--- src/hw/rtl/snfcs_pkg.sv ---
// Shared types and constants for the SPI NOR command sequencer.
package snfcs_pkg;

   typedef struct packed {
      logic [2:0]  req_type;
      logic [31:0] address;
      logic [31:0] length;
      logic [7:0]  reply_byte;
      logic        xfer_ok;
   } req_type_s_type;

   typedef struct packed {
      logic        out_kind;
      logic [7:0]  opcode;
      logic [25:0] flash_address;
      logic        has_address;
      logic [1:0]  data_dir;
      logic [8:0]  data_length;
      logic [2:0]  result_code;
      logic [26:0] bytes_done;
      logic        command_attempted;
   } rsp_type;

   // classified item handed from front to back
   typedef struct packed {
      logic [2:0]  cls;
      logic        bad_read;
      logic        bad_prog;
      logic        bad_erase;
      logic        zero_len;
      logic [31:0] address;
      logic [31:0] length;
      logic [7:0]  reply_byte;
      logic        xfer_ok;
   } item_type;

   localparam logic [2:0] CLS_READ  = 3'd0;
   localparam logic [2:0] CLS_PROG  = 3'd1;
   localparam logic [2:0] CLS_ERASE = 3'd2;
   localparam logic [2:0] CLS_DONE  = 3'd3;
   localparam logic [2:0] CLS_TICK  = 3'd4;

   localparam logic [7:0] OPC_READ  = 8'h13;
   localparam logic [7:0] OPC_PROG  = 8'h12;
   localparam logic [7:0] OPC_ERASE = 8'h21;
   localparam logic [7:0] OPC_RDSR  = 8'h05;
   localparam logic [7:0] OPC_WREN  = 8'h06;
   localparam logic [7:0] OPC_RDFSR = 8'h70;
   localparam logic [7:0] OPC_CLFSR = 8'h50;
   localparam logic [7:0] SR_WEL     = 8'h02;
   localparam logic [7:0] FSR_READY  = 8'h80;
   localparam logic [7:0] FSR_ERRORS = 8'h32;

   localparam logic [1:0] DIR_NONE  = 2'd0;
   localparam logic [1:0] DIR_READ  = 2'd1;
   localparam logic [1:0] DIR_WRITE = 2'd2;

   localparam logic [2:0] RC_OK      = 3'd0;
   localparam logic [2:0] RC_INVALID = 3'd1;
   localparam logic [2:0] RC_PROTO   = 3'd2;
   localparam logic [2:0] RC_HWFAULT = 3'd3;
   localparam logic [2:0] RC_TIMEOUT = 3'd4;
   localparam logic [2:0] RC_BUSY    = 3'd5;

   localparam logic CSR_TIMEOUT = 1'b0;
   localparam logic CSR_FOREVER = 1'b1;

endpackage

--- src/hw/rtl/snfcs_front.sv ---
// Front end: accepts requests and precomputes the range and alignment checks.
module snfcs_front #(
   parameter longint CAPACITY_BYTES  = 67108864,
   parameter longint PAGE_BYTES      = 256,
   parameter longint SUBSECTOR_BYTES = 4096
) (
   input  logic                     clock,
   input  logic                     reset,
   input  logic                     req_valid,
   output logic                     req_stall,
   input  snfcs_pkg::req_type_s_type req_data,
   output logic                     item_valid,
   input  logic                     item_stall,
   output snfcs_pkg::item_type      item_data
);
   import snfcs_pkg::*;

   localparam int PW = $clog2(PAGE_BYTES);
   localparam int SW = $clog2(SUBSECTOR_BYTES);

   logic     valid_ff, valid_in;
   item_type data_ff, data_in;
   logic [32:0] end_sum, erase_end;
   logic [32:0] page_end;

   assign req_stall = valid_ff && item_stall;

   always_comb begin
      end_sum   = {1'b0, req_data.address} + {1'b0, req_data.length};
      erase_end = {1'b0, req_data.address} + 33'(SUBSECTOR_BYTES);
      page_end  = 33'(req_data.address[PW-1:0]) + {1'b0, req_data.length};
      data_in.cls        = req_data.req_type;
      data_in.address    = req_data.address;
      data_in.length     = req_data.length;
      data_in.reply_byte = req_data.reply_byte;
      data_in.xfer_ok    = req_data.xfer_ok;
      data_in.zero_len   = (req_data.length == 32'd0);
      data_in.bad_read   = (34'(end_sum) > 34'(CAPACITY_BYTES));
      data_in.bad_prog   = data_in.zero_len ||
                           (33'(req_data.length) > 33'(PAGE_BYTES)) ||
                           (page_end > 33'(PAGE_BYTES)) ||
                           (34'(end_sum) > 34'(CAPACITY_BYTES));
      data_in.bad_erase  = (req_data.address[SW-1:0] != '0) ||
                           (34'(erase_end) > 34'(CAPACITY_BYTES));
      valid_in = valid_ff;
      if (!req_stall) valid_in = req_valid;
   end

   always_ff @(posedge clock) begin
      if (reset) valid_ff <= 1'b0;
      else valid_ff <= valid_in;
      if (!req_stall) data_ff <= data_in;
   end

   assign item_valid = valid_ff;
   assign item_data  = data_ff;
endmodule

--- src/hw/rtl/snfcs_back.sv ---
// Back end: command sequencing state machine with a registered result.
module snfcs_back #(
   parameter longint DIE_BYTES  = 33554432,
   parameter longint PAGE_BYTES = 256
) (
   input  logic                clock,
   input  logic                reset,
   input  logic                item_valid,
   output logic                item_stall,
   input  snfcs_pkg::item_type item_data,
   input  logic [31:0]         timeout_ticks,
   input  logic                wait_forever,
   output logic                rsp_valid,
   input  logic                rsp_stall,
   output snfcs_pkg::rsp_type  rsp_data
);
   import snfcs_pkg::*;

   localparam logic [3:0] PH_IDLE = 4'd0, PH_READ = 4'd1, PH_CLEAR = 4'd2,
      PH_WREN = 4'd3, PH_WREN_ST = 4'd4, PH_CMD = 4'd5, PH_POLL = 4'd6,
      PH_POLL_WAIT = 4'd7, PH_FINAL = 4'd8;
   localparam int DW = $clog2(DIE_BYTES);

   logic [3:0]  phase_ff, phase_in;
   logic        prog_ff, prog_in;     // operation is program (else read/erase)
   logic        mut_ff, mut_in;       // operation is program or erase
   logic [25:0] addr_ff, addr_in;
   logic [26:0] left_ff, left_in;
   logic [26:0] fin_ff, fin_in;
   logic [31:0] ticks_ff, ticks_in;
   logic        att_ff, att_in;
   logic        ov_ff, ov_in;
   rsp_type     od_ff, od_in;
   logic        take, emit;
   rsp_type     r;
   logic [26:0] chunk, chunk2;
   logic [26:0] left_n;
   logic [25:0] addr_n;
   logic [DW:0] die_room, die_room2;

   function automatic rsp_type issue(logic [7:0] op, logic [25:0] a, logic ha,
                                     logic [1:0] d, logic [8:0] n);
      rsp_type x;
      x = '0;
      x.opcode = op;
      x.flash_address = ha ? a : 26'd0;
      x.has_address = ha;
      x.data_dir = d;
      x.data_length = n;
      return x;
   endfunction

   function automatic rsp_type done(logic [2:0] c, logic [26:0] b, logic a);
      rsp_type x;
      x = '0;
      x.out_kind = 1'b1;
      x.result_code = c;
      x.bytes_done = b;
      x.command_attempted = a;
      return x;
   endfunction

   // one result register; accept while it is empty or being drained
   assign item_stall = ov_ff && rsp_stall;
   assign take = item_valid && !item_stall;

   always_comb begin
      die_room = (DW+1)'(DIE_BYTES) - (DW+1)'(addr_ff[DW-1:0]);
      chunk = (left_ff < 27'(PAGE_BYTES)) ? left_ff : 27'(PAGE_BYTES);
      if (28'(die_room) < 28'(chunk)) chunk = 27'(die_room);
      left_n = left_ff - chunk;
      addr_n = addr_ff + chunk[25:0];
      die_room2 = (DW+1)'(DIE_BYTES) - (DW+1)'(addr_n[DW-1:0]);
      chunk2 = (left_n < 27'(PAGE_BYTES)) ? left_n : 27'(PAGE_BYTES);
      if (28'(die_room2) < 28'(chunk2)) chunk2 = 27'(die_room2);
   end

   always_comb begin
      phase_in = phase_ff; prog_in = prog_ff; mut_in = mut_ff;
      addr_in = addr_ff; left_in = left_ff; fin_in = fin_ff;
      ticks_in = ticks_ff; att_in = att_ff;
      emit = 1'b0; r = '0;
      if (take) begin
         case (item_data.cls)
            CLS_READ, CLS_PROG, CLS_ERASE: begin
               emit = 1'b1;
               if (phase_ff != PH_IDLE) r = done(RC_BUSY, '0, 1'b0);
               else if (item_data.cls == CLS_READ) begin
                  prog_in = 1'b0; mut_in = 1'b0; fin_in = '0;
                  if (item_data.bad_read) r = done(RC_INVALID, '0, 1'b0);
                  else if (item_data.zero_len) r = done(RC_OK, '0, 1'b0);
                  else begin
                     // no overflow: address + length fits capacity here
                     addr_in = item_data.address[25:0];
                     left_in = item_data.length[26:0];
                     phase_in = PH_READ;
                     r = issue(OPC_READ, item_data.address[25:0], 1'b1, DIR_READ,
                        9'(((item_data.length < 32'(PAGE_BYTES)) ? item_data.length
                        : 32'(PAGE_BYTES)) < 32'(DIE_BYTES -
                        longint'(item_data.address[DW-1:0])) ?
                        ((item_data.length < 32'(PAGE_BYTES)) ? item_data.length
                        : 32'(PAGE_BYTES)) : 32'(DIE_BYTES -
                        longint'(item_data.address[DW-1:0]))));
                  end
               end else begin
                  att_in = 1'b0;
                  if ((item_data.cls == CLS_PROG && item_data.bad_prog) ||
                      (item_data.cls == CLS_ERASE && item_data.bad_erase))
                     r = done(RC_INVALID, '0, 1'b0);
                  else begin
                     prog_in = (item_data.cls == CLS_PROG); mut_in = 1'b1;
                     addr_in = item_data.address[25:0];
                     left_in = prog_in ? item_data.length[26:0] : 27'd0;
                     fin_in = '0; ticks_in = '0; phase_in = PH_CLEAR;
                     r = issue(OPC_CLFSR, '0, 1'b0, DIR_NONE, '0);
                  end
               end
            end
            CLS_DONE: begin
               if (phase_ff != PH_IDLE && phase_ff != PH_POLL_WAIT) begin
                  if (!item_data.xfer_ok) begin
                     emit = 1'b1; phase_in = PH_IDLE;
                     r = done(RC_PROTO, fin_ff, mut_ff & att_ff);
                  end else begin
                     case (phase_ff)
                        PH_READ: begin
                           emit = 1'b1;
                           fin_in = fin_ff + chunk; left_in = left_n; addr_in = addr_n;
                           if (left_n == '0) begin
                              phase_in = PH_IDLE;
                              r = done(RC_OK, fin_ff + chunk, 1'b0);
                           end else
                              r = issue(OPC_READ, addr_n, 1'b1, DIR_READ, chunk2[8:0]);
                        end
                        PH_CLEAR: begin
                           emit = 1'b1; phase_in = PH_WREN;
                           r = issue(OPC_WREN, '0, 1'b0, DIR_NONE, '0);
                        end
                        PH_WREN: begin
                           emit = 1'b1; phase_in = PH_WREN_ST;
                           r = issue(OPC_RDSR, '0, 1'b0, DIR_READ, 9'd1);
                        end
                        PH_WREN_ST: begin
                           emit = 1'b1;
                           if ((item_data.reply_byte & SR_WEL) == '0) begin
                              phase_in = PH_IDLE;
                              r = done(RC_PROTO, fin_ff, mut_ff & att_ff);
                           end else begin
                              phase_in = PH_CMD; att_in = 1'b1;
                              if (prog_ff)
                                 r = issue(OPC_PROG, addr_ff, 1'b1, DIR_WRITE,
                                    left_ff[8:0]);
                              else r = issue(OPC_ERASE, addr_ff, 1'b1, DIR_NONE, '0);
                           end
                        end
                        PH_CMD: begin
                           emit = 1'b1; phase_in = PH_POLL; ticks_in = '0;
                           r = issue(OPC_RDFSR, '0, 1'b0, DIR_READ, 9'd1);
                        end
                        PH_POLL: begin
                           if ((item_data.reply_byte & FSR_READY) != '0) begin
                              emit = 1'b1;
                              if ((item_data.reply_byte & FSR_ERRORS) != '0) begin
                                 phase_in = PH_IDLE;
                                 r = done(RC_HWFAULT, fin_ff, mut_ff & att_ff);
                              end else begin
                                 phase_in = PH_FINAL;
                                 r = issue(OPC_RDSR, '0, 1'b0, DIR_READ, 9'd1);
                              end
                           end else if (!wait_forever && (timeout_ticks == '0 ||
                                        ticks_ff >= timeout_ticks)) begin
                              emit = 1'b1; phase_in = PH_IDLE;
                              r = done(RC_TIMEOUT, fin_ff, mut_ff & att_ff);
                           end else phase_in = PH_POLL_WAIT;
                        end
                        PH_FINAL: begin
                           emit = 1'b1; phase_in = PH_IDLE;
                           if ((item_data.reply_byte & SR_WEL) != '0)
                              r = done(RC_PROTO, fin_ff, mut_ff & att_ff);
                           else begin
                              if (prog_ff) fin_in = left_ff;
                              r = done(RC_OK, prog_ff ? left_ff : fin_ff,
                                 mut_ff & att_ff);
                           end
                        end
                        default: ;
                     endcase
                  end
               end
            end
            CLS_TICK: begin
               if (phase_ff == PH_POLL || phase_ff == PH_POLL_WAIT) begin
                  if (ticks_ff != '1) ticks_in = ticks_ff + 32'd1;
                  if (phase_ff == PH_POLL_WAIT) begin
                     emit = 1'b1; phase_in = PH_POLL;
                     r = issue(OPC_RDFSR, '0, 1'b0, DIR_READ, 9'd1);
                  end
               end
            end
            default: ;
         endcase
      end
      ov_in = ov_ff && rsp_stall;
      od_in = od_ff;
      if (emit) begin
         ov_in = 1'b1; od_in = r;
      end
   end

   always_ff @(posedge clock) begin
      if (reset) begin
         phase_ff <= PH_IDLE; prog_ff <= 1'b0; mut_ff <= 1'b0;
         addr_ff <= '0; left_ff <= '0; fin_ff <= '0; ticks_ff <= '0;
         att_ff <= 1'b0; ov_ff <= 1'b0;
      end else begin
         phase_ff <= phase_in; prog_ff <= prog_in; mut_ff <= mut_in;
         addr_ff <= addr_in; left_ff <= left_in; fin_ff <= fin_in;
         ticks_ff <= ticks_in; att_ff <= att_in; ov_ff <= ov_in;
      end
      od_ff <= od_in;
   end

   assign rsp_valid = ov_ff;
   assign rsp_data  = od_ff;
endmodule

--- src/hw/rtl/spi_nor_flash_command_sequencer.sv ---
// Top level of the SPI NOR command sequencer.
// Sequences four-byte-address SPI NOR reads, page programs and subsector
// erases. Each accepted transfer on req_ (request, transaction finished or
// tick) is one decision and yields at most one rsp_ transfer: a transaction
// to issue or an operation-finished report. A transfer is accepted every
// cycle while req_stall is low; it passes a one-entry front register that
// holds the precomputed range checks, then the sequencing state machine,
// whose result waits in an output register. Reads are cut into chunks of
// at most one page that never cross a die boundary. Program and erase run
// clear-flags, write-enable with WEL check, the command, flag polling on
// ticks with timeout, and a final WEL-clear check. Write csr_ registers
// only while idle: index 0 timeout_ticks, index 1 wait_forever.
module spi_nor_flash_command_sequencer #(
   parameter longint CAPACITY_BYTES  = 67108864,
   parameter longint DIE_BYTES       = 33554432,
   parameter longint PAGE_BYTES      = 256,
   parameter longint SUBSECTOR_BYTES = 4096
) (
   input  logic                      clock,
   input  logic                      reset,
   input  logic                      req_valid,
   output logic                      req_stall,
   input  snfcs_pkg::req_type_s_type req_data,
   output logic                      rsp_valid,
   input  logic                      rsp_stall,
   output snfcs_pkg::rsp_type        rsp_data,
   input  logic                      csr_write,
   input  logic                      csr_index,
   input  logic [31:0]               csr_data
);
   import snfcs_pkg::*;

   logic        item_valid, item_stall;
   item_type    item_data;
   logic [31:0] timeout_ff;
   logic        forever_ff;

   // configuration registers
   always_ff @(posedge clock) begin
      if (reset) begin
         timeout_ff <= 32'd3000;
         forever_ff <= 1'b0;
      end else if (csr_write) begin
         if (csr_index == CSR_TIMEOUT) timeout_ff <= csr_data;
         if (csr_index == CSR_FOREVER) forever_ff <= csr_data[0];
      end
   end

   snfcs_front #(
      .CAPACITY_BYTES(CAPACITY_BYTES), .PAGE_BYTES(PAGE_BYTES),
      .SUBSECTOR_BYTES(SUBSECTOR_BYTES)
   ) u_front (
      .clock, .reset, .req_valid, .req_stall, .req_data,
      .item_valid, .item_stall, .item_data
   );

   snfcs_back #(.DIE_BYTES(DIE_BYTES), .PAGE_BYTES(PAGE_BYTES)) u_back (
      .clock, .reset, .item_valid, .item_stall, .item_data,
      .timeout_ticks(timeout_ff), .wait_forever(forever_ff),
      .rsp_valid, .rsp_stall, .rsp_data
   );
endmodule
--- config.mk ---
export PLATFORM = sky130hd
export DESIGN_NAME = spi_nor_flash_command_sequencer
export DESIGN_NICKNAME = d
export VERILOG_FILES = /design/src/hw/rtl/snfcs_pkg.sv /design/src/hw/rtl/snfcs_front.sv /design/src/hw/rtl/snfcs_back.sv /design/src/hw/rtl/spi_nor_flash_command_sequencer.sv
export SDC_FILE = /design/constraint.sdc
export NUM_CORES = 1
export LEC_CHECK = 0
export BUFFER_PORTS_ARGS = -buffer_cell sky130_fd_sc_hd__buf_2
export CAP_MARGIN = 20
export CORE_MARGIN = 5
export CORE_UTILIZATION = 50
export DETAILED_ROUTE_END_ITERATION = 16
export PLACE_DENSITY = 0.8
export SYNTH_ARGS = -nofsm -noshare
export SYNTH_HDL_FRONTEND = slang
export SYNTH_SLANG_ARGS = --single-unit
--- constraint.sdc ---
create_clock -name clock -period 9.7 [get_ports clock]
set_input_delay 0.97 -clock clock [delete_from_list [all_inputs] [get_ports clock]]
set_output_delay 0.97 -clock clock [all_outputs]
set_load 0.01 [all_outputs]
==> out/metrics.yaml <==
seq_area_frac_synth_pct: 31.8
die_x_um: 227
max_stage_delay_ns: 0.52
seqCellArea_um2: 7470
r2r_cells: 45
io_pins: 194
cp.required_ns: 10.08
crit_end: "u_back.rsp_data[32]$_SDFFCE_PN0P_"
crit_path_start_kind: "flop"
drt_wl_total_mm: 79.8
drive_gt1_share_pct: 16.5
dr_total_vias: 24240
multi_input_comb_area_um2: 15500
critPathMaxFanout: 8
crit_start: "u_back.addr_ff[5]$_SDFFE_PP0P_"
synth_fa_ha_area_share_pct: 12.0
synth_flop_cell: "dfxtp_1"
slew_violations: 0
synth_cell_type_count: 85
placed_area_um2: 26600
via_per_inst: 6.24
synth_area_leader_cell: "edfxtp_1"
setup_tns_ns: 0
grt_max_degree: 76
synthCells: 2872
grt_pass1_vias: 22273
worstReg2RegStart: "u_back.addr_ff[5]$_SDFFE_PP0P_"
postRouteAntennaNets: 0
overflow: 0
grt_pass1_wl_mm: 121
synth-compound-area-share_pct: 22.8
antennaDiodeCount: 0
cpMaxStageDelayCell: "or4b_4"
worst_pin_slew_ns: 1.17
portBuffers: 187
syn_area_per_cell_um2: 8.19
dp.final_hpwl_mm: 61.1
cts_sinks: 300
dr.pass1.iters: 6
wl_per_cell_um: 20.5
cellPowerDensity_nw_per_um2: 178
fin_worst_skew_ns: 0.0225
h-tree-depth: 2
run_status: "completed"
synthTopCellsByCount: "nand2_1, nor2_1, a21oi_1"
grt.total_usage_pct: 29.7
max_freq_mhz: 107
end_kind: "flop"
netlist_area_um2: 23500
timing.critical_path.depth: 45
ir_drop_mv: 0.157
holdBufCountCts: 0
finalHoldViolations: 0
core_area_um2: 46600
ys_warn_count: 0
ff2ff_setup_slack_ns: 0.32
cp.arrival_ns: 9.76
synth_edf_count: 146
drc: 0
hold_path_depth: 2
clock-root-buffer: "clkbuf_16"
synth_top_area_share_pct: 18.6
min_period_ns: 9.38
gp_congestion: 1.02
synth-seq-cells: 300
cts.clk_slew.worst_paths_ns: 0.06
dr.first_iter.drc_count: 2801
synth_top_family_by_area: "compound AO/OA/AOI/OAI gates"
n_fill_cell: 4109
cts_made_buffers: 36
crit_type: "flop to flop"
reg2reg_to: "u_back.rsp_data[32]$_SDFFCE_PN0P_"
total_power_mw: 4.98
die_area_um2: 51500
synth_most_common_cell: "nand2_1"
die_y_um: 227
start_util_pct: 50.5
muxShareOfSynthArea_pct: 1.26
finalSetupViolations: 0
finalCritPeriodShare_pct: 96.7
async_flop_share_pct: 0
total_leakage_power_nw: 11.9
synth.area.top_cells: "edfxtp_1, dfxtp_1, ha_1"
yosys.area_share.simple_pct: 21.6
relSlewSlack_pct: 21.3
grt.busiest_layer: "met2"
area_growth_pct: 19.3
antenna_found_initial: 0
path_delay_family: "simple AND/OR/NAND/NOR gates"
nNetsFinal: 3590
grt_use_met3_pct: 6.05
hold_class: "flop to flop"
critPathBufInv: 9
holdWs_ns: 0.480
met2_usage_pct: 48.6
design_area_um2: 28100
synth_xor_xnor_area_share_pct: 6.11
drv_cap: 0
met1_usage_pct: 38.8
clockBufferDepth: 3
rows: 79
clk_latency_ns: 0.57
crit_top_cell: "buf_4"
cts_tree: "built"
## cell type report
class / instances / share of cell area, %
multi-input cells: 2356 / 55.2
flip-flops and latches: 300 / 26.6
repair buffers: 409 / 9.34
well taps: 607 / 2.71
clock buffers: 47 / 3.50
inverters: 149 / 2.00
clock inverters: 19 / 0.669
## how the worst min path moves through the flow
stage,slack (ns),end,startpoint
finish,0.48,timeout_ff[29]$_SDFFE_PP0P_,timeout_ff[29]$_SDFFE_PP0P_
detailed placement,0.47,timeout_ff[29]$_SDFFE_PP0P_,timeout_ff[29]$_SDFFE_PP0P_
floorplan,0.45,forever_ff$_SDFFE_PP0P_,forever_ff$_SDFFE_PP0P_
global placement,0.46,timeout_ff[29]$_SDFFE_PP0P_,timeout_ff[29]$_SDFFE_PP0P_
CTS,0.48,timeout_ff[29]$_SDFFE_PP0P_,timeout_ff[29]$_SDFFE_PP0P_
global route,0.50,timeout_ff[29]$_SDFFE_PP0P_,timeout_ff[29]$_SDFFE_PP0P_
## cell usage in the layout, fill, tap and decap left out, drive strengths merged, types with 35 or more instances in the layout
cell    synthesis  final
a22oi          42     42
nand4          43     43
conb            2     53
a21oi         221    221
nand2         329    329
xor2           78     78
buf            12    409
and2           42     42
nor3           93     93
a211oi         35     35
o21ai         192    192
nor2          249    249
nor4           51     51
clkbuf        106     47
dfxtp         154    154
inv           149    149
edfxtp        146    146
a21o           70     70
ha            220    220
nand3          79     79
xnor2          86     86
## layer usage
| layer | share of wire, % | up-vias |
|---|---|---|
| met1 | 40 | 11297 |
| met4 | 4.5 | 0 |
| li1 | - | 11342 |
| met5 | 0 | - |
| met2 | 45 | 1337 |
| met3 | 11 | 264 |
## report_power, final
part           internal, mW  switching [mW]  leakage (nW)
Clock                 0.776           0.571         0.567
Sequential             1.36          0.0481          2.71
Combinational         0.983            1.24          8.57
Total                  3.12            1.86          11.9
## worst reg2reg max path, delay by kind of cell (launching register included)
kind,cells,cell delay (ns)
xor+xnor,2,0.35
fa+ha+maj,4,1.02
compound gates,16,3.05
flops,1,0.34
simple gates,14,3.25
buf+inv,9,1.18
## kinds of logic after synthesis
logic type               count (synthesis)
adder cells (fa/ha/maj)                224
AO/OA/AOI/OAI                          828
other                                    2
XOR/XNOR                               164
flip-flops                             300
buffers and inverters                  267
AND/OR/NAND/NOR                       1058
multiplexers                            29
## metrics by stage
stage	worst slack [ns]	instances	util, %
floorplan	0.639	2923	-
finish	0.317	3887	60.3
CTS	0.0227	3882	59.8
global placement	0.0796	3816	57.2
detailed placement	-0.147	3816	57.2
global route	-0.176	3887	60.3
## what timing repair did
action                     4_1_cts  5_1_grt
resized for setup                3       44
pin swaps                        1       12
setup endpoints to repair        9        9
buffers inserted                 0        5
cloned                           0        0
## registers in the layout, indices dropped and copies added, names as in the netlist
register,flops
u_back.phase_ff,4
u_back.ticks_ff,32
u_back.rsp_valid,1
u_back.mut_ff,1
forever_ff,1
u_front.item_valid,1
u_front.item_data,70
u_back.addr_ff,26
u_back.att_ff,1
u_back.fin_ff,27
u_back.prog_ff,1
timeout_ff,32
u_back.left_ff,27
u_back.rsp_data,76
Note: power is estimated with default switching activity, not from simulation.
